[src/sv/compare_alarm_scheduler_top_assert.svh]
// ----------------------------------------------------------------------------
// compare_alarm_scheduler_top_assert.svh
// Assertion macros shared by the compare alarm scheduler modules.
// ----------------------------------------------------------------------------
`ifndef COMPARE_ALARM_SCHEDULER_TOP_ASSERT_SVH
`define COMPARE_ALARM_SCHEDULER_TOP_ASSERT_SVH

// Same-cycle implication, checked outside reset.
`define CAS_ASSERT_IMPLIES(name, clk, rst, ante, cons) \
   name: assert property (@(posedge clk) disable iff (rst) (ante) |-> (cons)) \
      else $error("same-cycle implication failed");

// Next-cycle implication, checked outside reset.
`define CAS_ASSERT_NEXT(name, clk, rst, ante, cons) \
   name: assert property (@(posedge clk) disable iff (rst) (ante) |=> (cons)) \
      else $error("next-cycle implication failed");

`endif

[src/sv/cas_pkg.sv]
// ----------------------------------------------------------------------------
// cas_pkg
// Types and constants shared by the compare alarm scheduler modules.
// ----------------------------------------------------------------------------
`timescale 1ns / 1ps

package cas_pkg;

   localparam int unsigned DIV_WIDTH    = 17;  // dividend and quotient bits
   localparam int unsigned REM_WIDTH    = 16;  // divisor and remainder bits
   localparam int unsigned NOW_WIDTH    = 48;  // absolute count
   localparam int unsigned TARGET_WIDTH = 49;  // absolute count plus a delta
   localparam int unsigned IN_WIDTH     = 64;
   localparam int unsigned OUT_WIDTH    = 72;
   localparam int unsigned MODE_WIDTH   = 3;

   localparam logic [MODE_WIDTH-1:0] MODE_SCHEDULE = 3'd0;
   localparam logic [MODE_WIDTH-1:0] MODE_TICK     = 3'd1;
   localparam logic [MODE_WIDTH-1:0] MODE_MATCH    = 3'd2;
   localparam logic [MODE_WIDTH-1:0] MODE_READ     = 3'd3;
   localparam logic [MODE_WIDTH-1:0] MODE_INIT     = 3'd4;

   typedef struct packed {
      logic load;
      logic mul_now;
      logic mul_us;
      logic sched_div;
      logic sched_set;
      logic arm_eval;
      logic arm_div;
      logic commit;
   } cas_cmd_type;

   typedef struct packed {
      logic [MODE_WIDTH-1:0] mode;
      logic                  div_busy;
      logic                  arm_ok;
      logic                  out_busy;
   } cas_status_type;

endpackage

[src/sv/cas_div.sv]
// ----------------------------------------------------------------------------
// cas_div
// Restoring divider, one quotient bit per cycle; gives quotient and remainder.
// ----------------------------------------------------------------------------
`timescale 1ns / 1ps

module cas_div (
   input  logic                          clock,
   input  logic                          reset,
   input  logic                          start,
   input  logic [cas_pkg::DIV_WIDTH-1:0] dividend,
   input  logic [cas_pkg::REM_WIDTH-1:0] divisor,
   output logic                          busy,
   output logic [cas_pkg::DIV_WIDTH-1:0] quotient,
   output logic [cas_pkg::REM_WIDTH-1:0] remainder
);
   import cas_pkg::*;

   localparam int unsigned CNT_WIDTH = $clog2(DIV_WIDTH + 1);

   logic [DIV_WIDTH-1:0] quo_ff, quo_in;
   logic [REM_WIDTH-1:0] rem_ff, rem_in;
   logic [REM_WIDTH-1:0] div_ff, div_in;
   logic [CNT_WIDTH-1:0] count_ff, count_in;
   logic                 busy_ff, busy_in;

   logic [REM_WIDTH:0]   partial;
   logic [REM_WIDTH:0]   reduced;
   logic                 take;

   assign partial = {rem_ff, quo_ff[DIV_WIDTH-1]};
   assign reduced = partial - {1'b0, div_ff};
   assign take    = partial >= {1'b0, div_ff};

   always_comb begin
      quo_in   = quo_ff;
      rem_in   = rem_ff;
      div_in   = div_ff;
      count_in = count_ff;
      busy_in  = busy_ff;
      if (start) begin
         quo_in   = dividend;
         rem_in   = '0;
         div_in   = divisor;
         count_in = CNT_WIDTH'(DIV_WIDTH);
         busy_in  = 1'b1;
      end else if (busy_ff) begin
         // shift in the next dividend bit, subtract when it fits
         rem_in   = take ? reduced[REM_WIDTH-1:0] : partial[REM_WIDTH-1:0];
         quo_in   = {quo_ff[DIV_WIDTH-2:0], take};
         count_in = count_ff - 1'b1;
         busy_in  = count_ff != CNT_WIDTH'(1);
      end
   end

   always_ff @(posedge clock) begin
      if (reset) begin
         busy_ff  <= 1'b0;
         count_ff <= '0;
      end else begin
         busy_ff  <= busy_in;
         count_ff <= count_in;
      end
      quo_ff <= quo_in;
      rem_ff <= rem_in;
      div_ff <= div_in;
   end

   assign busy      = busy_ff;
   assign quotient  = quo_ff;
   assign remainder = rem_ff;

endmodule

[src/sv/cas_dp.sv]
// ----------------------------------------------------------------------------
// cas_dp
// Datapath: absolute count, microsecond time, target and compare arithmetic,
// alarm state and the result register.
// ----------------------------------------------------------------------------
`timescale 1ns / 1ps
`include "compare_alarm_scheduler_top_assert.svh"

module cas_dp (
   input  logic                           clock,
   input  logic                           reset,
   input  cas_pkg::cas_cmd_type           cmd,
   output cas_pkg::cas_status_type        status,
   input  logic [cas_pkg::IN_WIDTH-1:0]   req_tdata,   // period_ticks, fine_count, alarm_time_us
   input  logic [cas_pkg::MODE_WIDTH-1:0] req_tuser,   // mode
   input  logic [15:0]                    counts_per_period,
   input  logic [9:0]                     count_us,
   input  logic                           rsp_tready,
   output logic                           rsp_tvalid,
   // compare_written, compare_value, compare_enable, fire, now_us, alarms_taken
   output logic [cas_pkg::OUT_WIDTH-1:0]  rsp_tdata
);
   import cas_pkg::*;

   // latched item
   logic [MODE_WIDTH-1:0]   mode_ff;
   logic [31:0]             ticks_ff;
   logic [15:0]             fine_ff;
   logic [15:0]             alarm_ff;

   logic [NOW_WIDTH-1:0]    now_ff;
   logic [15:0]             now_us_ff;
   logic [TARGET_WIDTH-1:0] target_ff, target_in;
   logic                    armed_ff, armed_in;
   logic                    irq_ff, irq_in;
   logic [31:0]             match_ff, match_in;
   logic                    arm_ok_ff;
   logic [15:0]             dist_ff;

   // result register
   logic                    rsp_valid_ff;
   logic                    rsp_written_ff;
   logic [15:0]             rsp_value_ff;
   logic                    rsp_enable_ff;
   logic                    rsp_fire_ff;
   logic [15:0]             rsp_now_us_ff;
   logic [31:0]             rsp_taken_ff;

   logic [15:0]             period;
   logic [9:0]              upc;
   logic [NOW_WIDTH-1:0]    now_prod;
   logic [25:0]             us_prod;
   logic [15:0]             diff_us;
   logic [14:0]             quo_lo;
   logic [14:0]             step;
   logic [TARGET_WIDTH:0]   gap;
   logic                    late;
   logic [TARGET_WIDTH-1:0] dist_full;

   logic                    div_start;
   logic [DIV_WIDTH-1:0]    div_dividend;
   logic [REM_WIDTH-1:0]    div_divisor;
   logic                    div_busy;
   logic [DIV_WIDTH-1:0]    div_quo;
   logic [REM_WIDTH-1:0]    div_rem;

   logic                    commit_match;
   logic                    match_done;

   assign period = (counts_per_period == '0) ? 16'd1 : counts_per_period;
   assign upc    = (count_us == '0) ? 10'd1 : count_us;

   assign now_prod = ticks_ff * period;
   assign us_prod  = now_ff[15:0] * upc;
   assign diff_us  = alarm_ff - now_us_ff;

   // a negative or sub-count delta lands one count ahead
   assign quo_lo = div_quo[14:0];
   assign step   = (!diff_us[15] && quo_lo != '0) ? quo_lo : 15'd1;

   assign gap       = {1'b0, target_ff} - {2'b00, now_ff};
   assign late      = gap[TARGET_WIDTH] || (gap == '0);
   assign dist_full = late ? TARGET_WIDTH'(1) : gap[TARGET_WIDTH-1:0];

   assign div_start    = cmd.sched_div || cmd.arm_div;
   assign div_dividend = cmd.arm_div ? ({1'b0, fine_ff} + {1'b0, dist_ff})
                                     : {2'b00, diff_us[14:0]};
   assign div_divisor  = cmd.arm_div ? period : {6'b0, upc};

   cas_div u_div (
      .clock     (clock),
      .reset     (reset),
      .start     (div_start),
      .dividend  (div_dividend),
      .divisor   (div_divisor),
      .busy      (div_busy),
      .quotient  (div_quo),
      .remainder (div_rem)
   );

   always_comb begin
      target_in = target_ff;
      armed_in  = armed_ff;
      irq_in    = irq_ff;
      match_in  = match_ff;
      if (cmd.sched_set) begin
         target_in = {1'b0, now_ff} + TARGET_WIDTH'(step);
         armed_in  = 1'b1;
      end
      if (cmd.commit) begin
         if (arm_ok_ff) begin
            irq_in = 1'b1;
         end
         if (mode_ff == MODE_MATCH) begin
            match_in = match_ff + 32'd1;
            irq_in   = 1'b0;
            armed_in = 1'b0;
         end else if (mode_ff == MODE_INIT) begin
            target_in = '0;
            irq_in    = 1'b0;
            armed_in  = 1'b0;
         end
      end
   end

   always_ff @(posedge clock) begin
      if (reset) begin
         target_ff    <= '0;
         armed_ff     <= 1'b0;
         irq_ff       <= 1'b0;
         match_ff     <= '0;
         arm_ok_ff    <= 1'b0;
         rsp_valid_ff <= 1'b0;
      end else begin
         target_ff <= target_in;
         armed_ff  <= armed_in;
         irq_ff    <= irq_in;
         match_ff  <= match_in;
         if (cmd.load) begin
            arm_ok_ff <= 1'b0;
         end else if (cmd.arm_eval) begin
            arm_ok_ff <= armed_ff && (dist_full < TARGET_WIDTH'(period));
         end
         if (cmd.commit) begin
            rsp_valid_ff <= 1'b1;
         end else if (rsp_tready) begin
            rsp_valid_ff <= 1'b0;
         end
      end

      if (cmd.load) begin
         mode_ff  <= req_tuser;
         ticks_ff <= req_tdata[31:0];
         fine_ff  <= req_tdata[47:32];
         alarm_ff <= req_tdata[63:48];
      end
      if (cmd.mul_now) begin
         now_ff <= now_prod + {32'b0, fine_ff};
      end
      if (cmd.mul_us) begin
         now_us_ff <= us_prod[15:0];
      end
      if (cmd.arm_eval) begin
         dist_ff <= dist_full[15:0];
      end
      if (cmd.commit) begin
         rsp_written_ff <= arm_ok_ff;
         rsp_value_ff   <= arm_ok_ff ? div_rem : 16'd0;
         rsp_enable_ff  <= irq_in;
         rsp_fire_ff    <= mode_ff == MODE_MATCH;
         rsp_now_us_ff  <= now_us_ff;
         rsp_taken_ff   <= match_in;
      end
   end

   assign status.mode     = mode_ff;
   assign status.div_busy = div_busy;
   assign status.arm_ok   = arm_ok_ff;
   assign status.out_busy = rsp_valid_ff && !rsp_tready;

   assign rsp_tvalid = rsp_valid_ff;
   assign rsp_tdata  = {5'b0, rsp_taken_ff, rsp_now_us_ff, rsp_fire_ff, rsp_enable_ff,
                        rsp_value_ff, rsp_written_ff};

   assign commit_match = cmd.commit && mode_ff == MODE_MATCH;
   assign match_done   = !armed_ff && !irq_ff && rsp_fire_ff;

   `CAS_ASSERT_IMPLIES(a_written_enables, clock, reset, rsp_valid_ff && rsp_written_ff, rsp_enable_ff)
   `CAS_ASSERT_NEXT(a_match_disarms, clock, reset, commit_match, match_done)
   `CAS_ASSERT_IMPLIES(a_arm_div_armed, clock, reset, cmd.arm_div, arm_ok_ff && armed_ff)

endmodule

[src/sv/cas_ctrl.sv]
// ----------------------------------------------------------------------------
// cas_ctrl
// Sequencer for one item: multiply, divide, arm check and result hand-off.
// ----------------------------------------------------------------------------
`timescale 1ns / 1ps
`include "compare_alarm_scheduler_top_assert.svh"

module cas_ctrl (
   input  logic                    clock,
   input  logic                    reset,
   input  logic                    req_tvalid,
   output logic                    req_tready,
   output cas_pkg::cas_cmd_type    cmd,
   input  cas_pkg::cas_status_type status
);
   import cas_pkg::*;

   typedef enum logic [3:0] {
      ST_IDLE,
      ST_MUL_NOW,
      ST_MUL_US,
      ST_SCHED_DIV,
      ST_SCHED_WAIT,
      ST_SCHED_SET,
      ST_ARM_EVAL,
      ST_ARM_DIV,
      ST_ARM_WAIT,
      ST_COMMIT
   } state_type;

   state_type state_ff, state_in;
   logic      ready_ff;

   always_comb begin
      state_in = state_ff;
      unique case (state_ff)
         ST_IDLE: begin
            // leave idle only on an accepted item
            if (req_tvalid && ready_ff) begin
               state_in = ST_MUL_NOW;
            end
         end
         ST_MUL_NOW:   state_in = ST_MUL_US;
         ST_MUL_US: begin
            priority if (status.mode == MODE_SCHEDULE) begin
               state_in = ST_SCHED_DIV;
            end else if (status.mode == MODE_TICK) begin
               state_in = ST_ARM_EVAL;
            end else begin
               state_in = ST_COMMIT;
            end
         end
         ST_SCHED_DIV: state_in = ST_SCHED_WAIT;
         ST_SCHED_WAIT: begin
            if (!status.div_busy) begin
               state_in = ST_SCHED_SET;
            end
         end
         ST_SCHED_SET: state_in = ST_ARM_EVAL;
         ST_ARM_EVAL:  state_in = ST_ARM_DIV;
         ST_ARM_DIV: begin
            // nothing to program: skip the modulo
            state_in = status.arm_ok ? ST_ARM_WAIT : ST_COMMIT;
         end
         ST_ARM_WAIT: begin
            if (!status.div_busy) begin
               state_in = ST_COMMIT;
            end
         end
         ST_COMMIT: begin
            if (!status.out_busy) begin
               state_in = ST_IDLE;
            end
         end
         default:      state_in = ST_IDLE;
      endcase
   end

   always_ff @(posedge clock) begin
      if (reset) begin
         state_ff <= ST_IDLE;
         ready_ff <= 1'b0;
      end else begin
         state_ff <= state_in;
         ready_ff <= state_in == ST_IDLE;
      end
   end

   assign req_tready = ready_ff;

   assign cmd.load      = req_tvalid && ready_ff;
   assign cmd.mul_now   = state_ff == ST_MUL_NOW;
   assign cmd.mul_us    = state_ff == ST_MUL_US;
   assign cmd.sched_div = state_ff == ST_SCHED_DIV;
   assign cmd.sched_set = state_ff == ST_SCHED_SET;
   assign cmd.arm_eval  = state_ff == ST_ARM_EVAL;
   assign cmd.arm_div   = (state_ff == ST_ARM_DIV) && status.arm_ok;
   assign cmd.commit    = (state_ff == ST_COMMIT) && !status.out_busy;

   `CAS_ASSERT_NEXT(a_accept_starts, clock, reset, req_tvalid && req_tready, state_ff == ST_MUL_NOW)
   `CAS_ASSERT_IMPLIES(a_commit_free, clock, reset, cmd.commit, !status.out_busy)
   `CAS_ASSERT_NEXT(a_div_started, clock, reset, cmd.sched_div || cmd.arm_div, status.div_busy)

endmodule

[src/sv/compare_alarm_scheduler_top.sv]
// ----------------------------------------------------------------------------
// compare_alarm_scheduler_top
// One-shot compare alarm scheduler on a periodically reloading counter.
// ----------------------------------------------------------------------------
// Usage:
//   req_* carries one event item: mode in tuser, and the period tick count,
//   counter value and alarm time in tdata. rsp_* returns one result item per
//   event: compare programming, interrupt enable, fire, time in microseconds
//   and the match count. csr_* sets the counts per period and the
//   microseconds per count; write only while the block is idle.
//   Match, read and init go from the multiplies straight to the result;
//   tick adds the arm check and, if a compare is due, a divide; schedule
//   adds a divide before that. All divides run on the shared restoring
//   divider; one item is in work at a time, back in idle before the next.
//   Reset restores the register defaults (500 counts, 2 us per count) and
//   clears the alarm, interrupt enable and match count.
//   The result register holds while rsp_tready is low; the next item is
//   still taken and is worked up to its hand-off, where it waits.
// ----------------------------------------------------------------------------
`timescale 1ns / 1ps

module compare_alarm_scheduler_top (
   input  logic                           clock,
   input  logic                           reset,
   input  logic                           req_tvalid,
   output logic                           req_tready,
   // [31:0] period_ticks, [47:32] fine_count, [63:48] alarm_time_us
   input  logic [cas_pkg::IN_WIDTH-1:0]   req_tdata,
   // [2:0] mode
   input  logic [cas_pkg::MODE_WIDTH-1:0] req_tuser,
   output logic                           rsp_tvalid,
   input  logic                           rsp_tready,
   // [0] compare_written, [16:1] compare_value, [17] compare_enable,
   // [18] fire, [34:19] now_us, [66:35] alarms_taken, [71:67] zero
   output logic [cas_pkg::OUT_WIDTH-1:0]  rsp_tdata,
   input  logic                           csr_psel,
   input  logic                           csr_penable,
   input  logic                           csr_pwrite,
   input  logic [2:0]                     csr_paddr,
   input  logic [31:0]                    csr_pwdata,
   output logic [31:0]                    csr_prdata,
   output logic                           csr_pready
);
   import cas_pkg::*;

   logic [15:0]    period_ff;
   logic [9:0]     upc_ff;
   logic           csr_write;
   cas_cmd_type    cmd;
   cas_status_type status;

   assign csr_pready = 1'b1;
   assign csr_write  = csr_psel && csr_penable && csr_pwrite && csr_pready;

   always_ff @(posedge clock) begin
      if (reset) begin
         period_ff <= 16'd500;
         upc_ff    <= 10'd2;
      end else if (csr_write) begin
         if (csr_paddr[2]) begin
            upc_ff <= csr_pwdata[9:0];
         end else begin
            period_ff <= csr_pwdata[15:0];
         end
      end
   end

   assign csr_prdata = csr_paddr[2] ? {22'b0, upc_ff} : {16'b0, period_ff};

   cas_ctrl u_ctrl (
      .clock      (clock),
      .reset      (reset),
      .req_tvalid (req_tvalid),
      .req_tready (req_tready),
      .cmd        (cmd),
      .status     (status)
   );

   cas_dp u_dp (
      .clock             (clock),
      .reset             (reset),
      .cmd               (cmd),
      .status            (status),
      .req_tdata         (req_tdata),
      .req_tuser         (req_tuser),
      .counts_per_period (period_ff),
      .count_us          (upc_ff),
      .rsp_tready        (rsp_tready),
      .rsp_tvalid        (rsp_tvalid),
      .rsp_tdata         (rsp_tdata)
   );

endmodule

[config.mk]
export PLATFORM = sky130hd
export DESIGN_NAME = compare_alarm_scheduler_top
export DESIGN_NICKNAME = d
export VERILOG_FILES = /design/src/sv/cas_pkg.sv /design/src/sv/cas_div.sv /design/src/sv/cas_dp.sv /design/src/sv/cas_ctrl.sv /design/src/sv/compare_alarm_scheduler_top.sv
export VERILOG_INCLUDE_DIRS = /design/src /design/src/sv
export SDC_FILE = /design/constraint.sdc
export NUM_CORES = 2
export LEC_CHECK = 0
export ABC_AREA = 1
export BUFFER_PORTS_ARGS = -buffer_cell sky130_fd_sc_hd__buf_2
export CAP_MARGIN = 20
export CORE_ASPECT_RATIO = 0.6
export CORE_MARGIN = 3
export CORE_UTILIZATION = 25
export DETAILED_ROUTE_END_ITERATION = 12
export SETUP_SLACK_MARGIN = 0.05
export SLEW_MARGIN = 40
export SYNTH_ARGS = -nofsm -noshare
export SYNTH_HDL_FRONTEND = slang
export SYNTH_HIERARCHICAL = 1
export SYNTH_SLANG_ARGS = --single-unit
[constraint.sdc]
create_clock -name clock -period 12.6 [get_ports clock]
set_input_delay 3.78 -clock clock [delete_from_list [all_inputs] [get_ports clock]]
set_output_delay 3.78 -clock clock [all_outputs]
set_load 0.01 [all_outputs]
# Word level (Yosys, flattened, before mapping)
# Index checks and enable logic that the tools add are counted.
# op_classes
n_mul	2
add_sub_neg	8
muxes	38
magnitude_cmp	2
n_eq_ne	13
n_reduce_logical	26
bitwise_logic	1
# op_table
operator	count
49-bit two-way mux	5
32-bit two-way mux	2
17-bit two-way mux	3
50-bit zero test	1
49-bit by 48-bit subtractor with 50-bit output	1
48-bit by 15-bit adder with 49-bit output	1
49-bit by 16-bit less-than comparator with 1-bit output	1
48-bit by 16-bit adder with 48-bit output	1
32-bit by 16-bit multiplier with 48-bit output	1
16-bit two-way mux	3
4-bit case mux with 10 select lines	1
32-bit by 1-bit adder with 32-bit output, second input constant	1
16-bit subtractor	2
4-bit two-way mux	6
10-bit two-way mux	2
16-bit by 16-bit adder with 17-bit output	1
17-bit by 16-bit >= comparator with 1-bit output	1
4-bit by 3-bit == test with 1-bit output, second input constant	4
16-bit zero test	1
16-bit by 10-bit multiplier with 16-bit output	1
15-bit two-way mux	1
15-bit nonzero test	1
1-bit two-way mux	13
10-bit zero test	1
other kinds (18)	35
# word_totals
ff_bits	385
in_bits	109
out_inout_bits	107
elab_cells	120

# Logic depth before layout (Yosys ltp)
# logic_depth
depth_word	9
depth_mapped	40
depth_no_buf	40

# Cells and area by module
# Netlist, hierarchy kept.
# modules_own_cells
mod	n_inst	cells_each	area_per_inst_um2	seq_area_each_um2
cas_dp	1	5054	38787.2	8127.8
cas_div	1	450	3347.0	1431.4
compare_alarm_scheduler_top	1	219	1430.1	520.5
cas_ctrl	1	68	376.6	100.1

# Worst setup path before layout
# Ideal clock, no wire load.
# synth_timing
path_kind	input-to-reg
start	input rsp_tready
end	register u_dp.rsp_taken_ff[29] (data pin)
path_slack_ns	1.760
arrival_ns	10.583
path_buffers	0
t_required_ns	12.343
stages	15
setup_ns	0.257
path_cell_list	nor2_1 -> nor3_1 -> nand2_2 -> nor4_2 -> nand3_1 -> nor2_1 -> nand3_1 -> nor2_2 -> nand2_1 -> nor2_1 -> inv_2 -> nor3_4 -> nand3_1 -> xor2_1 -> inv_1
# synth_rtl
item	line_no	text
start: declaration	compare_alarm_scheduler_top.sv:32	input logic rsp_tready,
end signal: assignment	cas_dp.sv:172	rsp_taken_ff <= match_in;
end: declaration	cas_dp.sv:47	logic [31:0] rsp_taken_ff;

# Worst setup path after layout
# layout_timing
start	input csr_paddr[2]
end	output csr_prdata[5]
# layout_between
elab_chain_len	1
# layout_lines
item	line_no	text
start: declaration	compare_alarm_scheduler_top.sv:39	input logic [2:0] csr_paddr,
16-bit two-way mux	compare_alarm_scheduler_top.sv:68	assign csr_prdata = csr_paddr[2] ? {22'b0, upc_ff} : {16'b0, period_ff};
end: declaration	compare_alarm_scheduler_top.sv:41	output logic [31:0] csr_prdata,
# No other way between the ends.

==> results by group <==
Global route
  – First-pass GRT wire length: slightly above 200,000 µm
  – Vias in the first global route: roughly 36,000
  – GRT Residual Overflow: 0
  – Antenna violations before repair: 10
  – Largest net degree at the start of global routing: 70
  – Total GRT Usage: 0.144

Final layout
  – Post-route insts no fill: around 8,200
  – Nets: roughly 6,800
  – Area grow syn2layout: 11.0%
  – Layout cells sized above 1: 0.0676
  – Filler instances: ~19,000

Pwr
  – Max VDD drop: ~0.60 mV
  – Leak Pwr: between 20 and 30 nW
  – PwrDens: 294 nW/µm²

Clock tree
  – CTS Hold Buffers Added: 0
  – Root buffer cell: clkbuf_16
  – CTS Buf Count: between 40 and 50
  – CTS Sinks: just under 400
  – H-tree depth: 2
  – Clock Path Buffers: 3
  – Post-CTS setup buffer count: 0
  – CTS tree: built
  – Worst-path clk slew: 0.07 ns
  – Clock Latency Late Sink: around 0.65 ns
  – Post-CTS sizing: 0

Placement
  – HPWL Detailed: between 100,000 and 150,000 µm
  – # placed instances: 8,138
  – Gpl congestion: 0.930
  – Number of port buffers: roughly 180

Die
  – Initial Util: 0.253
  – Die height: approximately 330 µm
  – Num ports: roughly 220
  – Chip Width: 547 µm
  – DIE AREA: ~180,000 µm²
  – # rows: 118
  – Core area: 174,000 µm²

Timing
  – Slew Limit Fails: 0
  – Slew margin rel.: 0.379
  – Clock Skew: 0.0339 ns
  – Final setup viols: 0
  – Fin. Hold Viols: 0
  – Setup_tns: 0 ns
  – Unrepaired setup endpoints after global routing: false
  – Final Cycle Share: 0.702
  – Worst-Margin Slew: a little over 0.9 ns
  – Highest Clock Rate: ~110 MHz
  – Post-layout min period: just under 9 ns

Routing
  – Top layer in use: met5
  – DR vias/cell: 4.42
  – WL per Instance: 16.0 µm
  – Met2 wire length: between 50,000 and 60,000 µm
  – Post-route ant nets: 0
  – Iteration count of the initial detailed-routing pass: 8
  – # DRC: 0
  – Drt initial violations: 3,443
  – Drt total wl: around 130,000 µm
  – Met1 WL: roughly 66,000 µm
  – Via count: 36,400
  – Met3 WL: about 11,000 µm

Synthesis
  – Synth cell types: between 60 and 70
  – Most common cell in the netlist: nand2_1
  – Top cells by count, synth: 1,534 x nand2_1, 1,474 x inv_1, 509 x fa_1
  – Post-Syn Area: around 44,000 µm²
  – Synth top area share: 0.232
  – Async SR Flop Fraction: 0
  – Dominant cell type by area after synthesis: fa_1
  – Seq cells post-synth: around 390
  – Syn Area/Cell: between 7 and 8 µm²
  – Main flop type after synthesis: edfxtp_1
  – Main area contributors after synthesis: fa_1 23%, edfxtp_1 17%, nand2_1 13%, inv_1 13%, ha_1 8.4%
  – Warnings from Yosys: 6
  – Number of synthesized flops with an enable pin: approximately 250
  – Cells after Synth: a little under 6,000
  – Seq/Total Area, Yosys: 0.232

Flow run
  – Max cap viols: 0

Worst setup path
  – Worst reg2reg path startpoint: period_ff[13]
  – Crit path kind: input port to output pin
  – Worst endpoint data arrival time: 5.07 ns
  – Reg2reg end: u_dp/now_ff[43]
  – Critical path fanouts, max: 27
  – CP startpoint kind: input port
  – R2R cell count: 28
  – Worst Setup SP: csr_paddr[2]
  – CP endpoint kind: output pin
  – R2r setup slk: around 5.3 ns
  – WP data required: roughly 8.8 ns

Hold path
  – WHS Endpoint: u_dp/rsp_now_us_ff[9]
  – Hold crit path type: register to register
  – Worst hold path depth: 0
  – Hold path startpoint: u_dp/now_us_ff[9]

Outcome
  – Outcome: complete, no violations
-- through the flow --
| step | hold slack (ns) | util | instance area (µm²) | power, mW | setup slack [ns] |
|---|---|---|---|---|---|
| 2_1_floorplan | 0.426 | - | 44000 | 10.1 | 1.76 |
| 3_3_place_gp | 0.439 | 0.271 | 47100 | 12.6 | 3.77 |
| 3_5_place_dp | 0.448 | 0.271 | 47100 | 12.7 | 3.75 |
| 4_1_cts | 0.454 | 0.280 | 48600 | 14.2 | 3.75 |
| 5_1_grt | 0.471 | 0.281 | 48700 | 15.9 | 3.66 |
| 6_report | 0.455 | 0.281 | 48800 | 14.3 | 3.75 |
-- flip-flops by register name (all words and copies together) (netlist names), 4 cells and up --
| signal | cells |
|---|---|
| u_dp/rsp_now_us_ff | 16 |
| u_dp/dist_ff | 16 |
| u_dp/rsp_value_ff | 16 |
| u_dp/u_div/count_ff | 5 |
| u_dp/u_div/remainder | 16 |
| u_dp/fine_ff | 16 |
| u_dp/ticks_ff | 32 |
| u_dp/target_ff | 49 |
| u_dp/now_us_ff | 16 |
| u_dp/u_div/quotient | 17 |
| u_ctrl/state_ff | 4 |
| period_ff | 16 |
| u_dp/rsp_taken_ff | 32 |
| u_dp/u_div/div_ff | 16 |
| u_dp/now_ff | 48 |
| upc_ff | 10 |
| u_dp/alarm_ff | 16 |
| u_dp/match_ff | 32 |
-- metal layers --
metal  GRT usage  vias up
met4      0.0288        2
met2       0.205     1271
met1       0.222    17500
met5           0        -
met3      0.0292      142
li1            -    17400
-- critical path: stages --
cell and delay, ns:
buf_2 0.46, inv_4 0.24, nand2_1 0.11, nand2_1 0.23
buf_2 0.24
-- power by group --
group	total, mW	switching (mW)	internal, mW
registers	2.25	0.247	2.00
logic	10.7	6.80	3.87
clock network	1.39	0.602	0.786
total	14.3	7.65	6.66
-- area by class of cell --
| cell class | count | area (µm²) | share of cell area |
|---|---|---|---|
| inverter | 1490 | 5600 | 0.115 |
| sequential | 385 | 10200 | 0.209 |
| clock inverter | 18 | 224 | 0.00459 |
| antenna | 2 | 5.00 | 0.000103 |
| multi-input combinational | 3710 | 27300 | 0.559 |
| timing repair buffer | 220 | 1260 | 0.0258 |
| clock buffer | 66 | 1300 | 0.0266 |
| tap | 2340 | 2930 | 0.0601 |
-- logic make-up after synthesis --
| kind of cell | after synthesis | synth area share |
|---|---|---|
| other | 3 | 0.000256 |
| flip-flops | 385 | 0.232 |
| multiplexers | 1 | 0.000228 |
| XOR/XNOR | 130 | 0.0259 |
| buffers and inverters | 1715 | 0.150 |
| AND/OR/NAND/NOR | 2294 | 0.216 |
| adder cells (fa/ha/maj) | 805 | 0.316 |
| AO/OA/AOI/OAI | 458 | 0.0598 |
-- worst max-delay path by stage --
stage,slack [ns],end
global placement,3.77,csr_prdata[5]
floorplan,1.76,u_dp/rsp_taken_ff[29]
CTS,3.75,csr_prdata[5]
global route,3.66,csr_prdata[6]
finish,3.75,csr_prdata[5]
detailed placement,3.75,csr_prdata[5]
-- cell usage in the layout (no fill, tap or decap), drive strengths merged, types with 9 or more instances in the layout --
| cell type | netlist | final |
|---|---|---|
| nand3b | 22 | 22 |
| o211ai | 18 | 18 |
| a21oi | 210 | 210 |
| xor2 | 83 | 83 |
| o21bai | 13 | 13 |
| or2 | 12 | 12 |
| nand4 | 46 | 46 |
| nand3 | 175 | 175 |
| nor4 | 24 | 24 |
| nor2 | 398 | 398 |
| a31oi | 34 | 34 |
| inv | 1485 | 1491 |
| o21a | 9 | 9 |
| ha | 296 | 296 |
| nand2 | 1545 | 1545 |
| o21ai | 138 | 138 |
| o31ai | 9 | 9 |
| conb | 3 | 22 |
| xnor2 | 47 | 47 |
| edfxtp | 247 | 247 |
| fa | 509 | 509 |
| clkbuf | 178 | 66 |
| buf | 47 | 220 |
| dfxtp | 138 | 138 |
| clkinv | 5 | 12 |
| nor3 | 65 | 65 |
(Power assumes the default switching activity.)
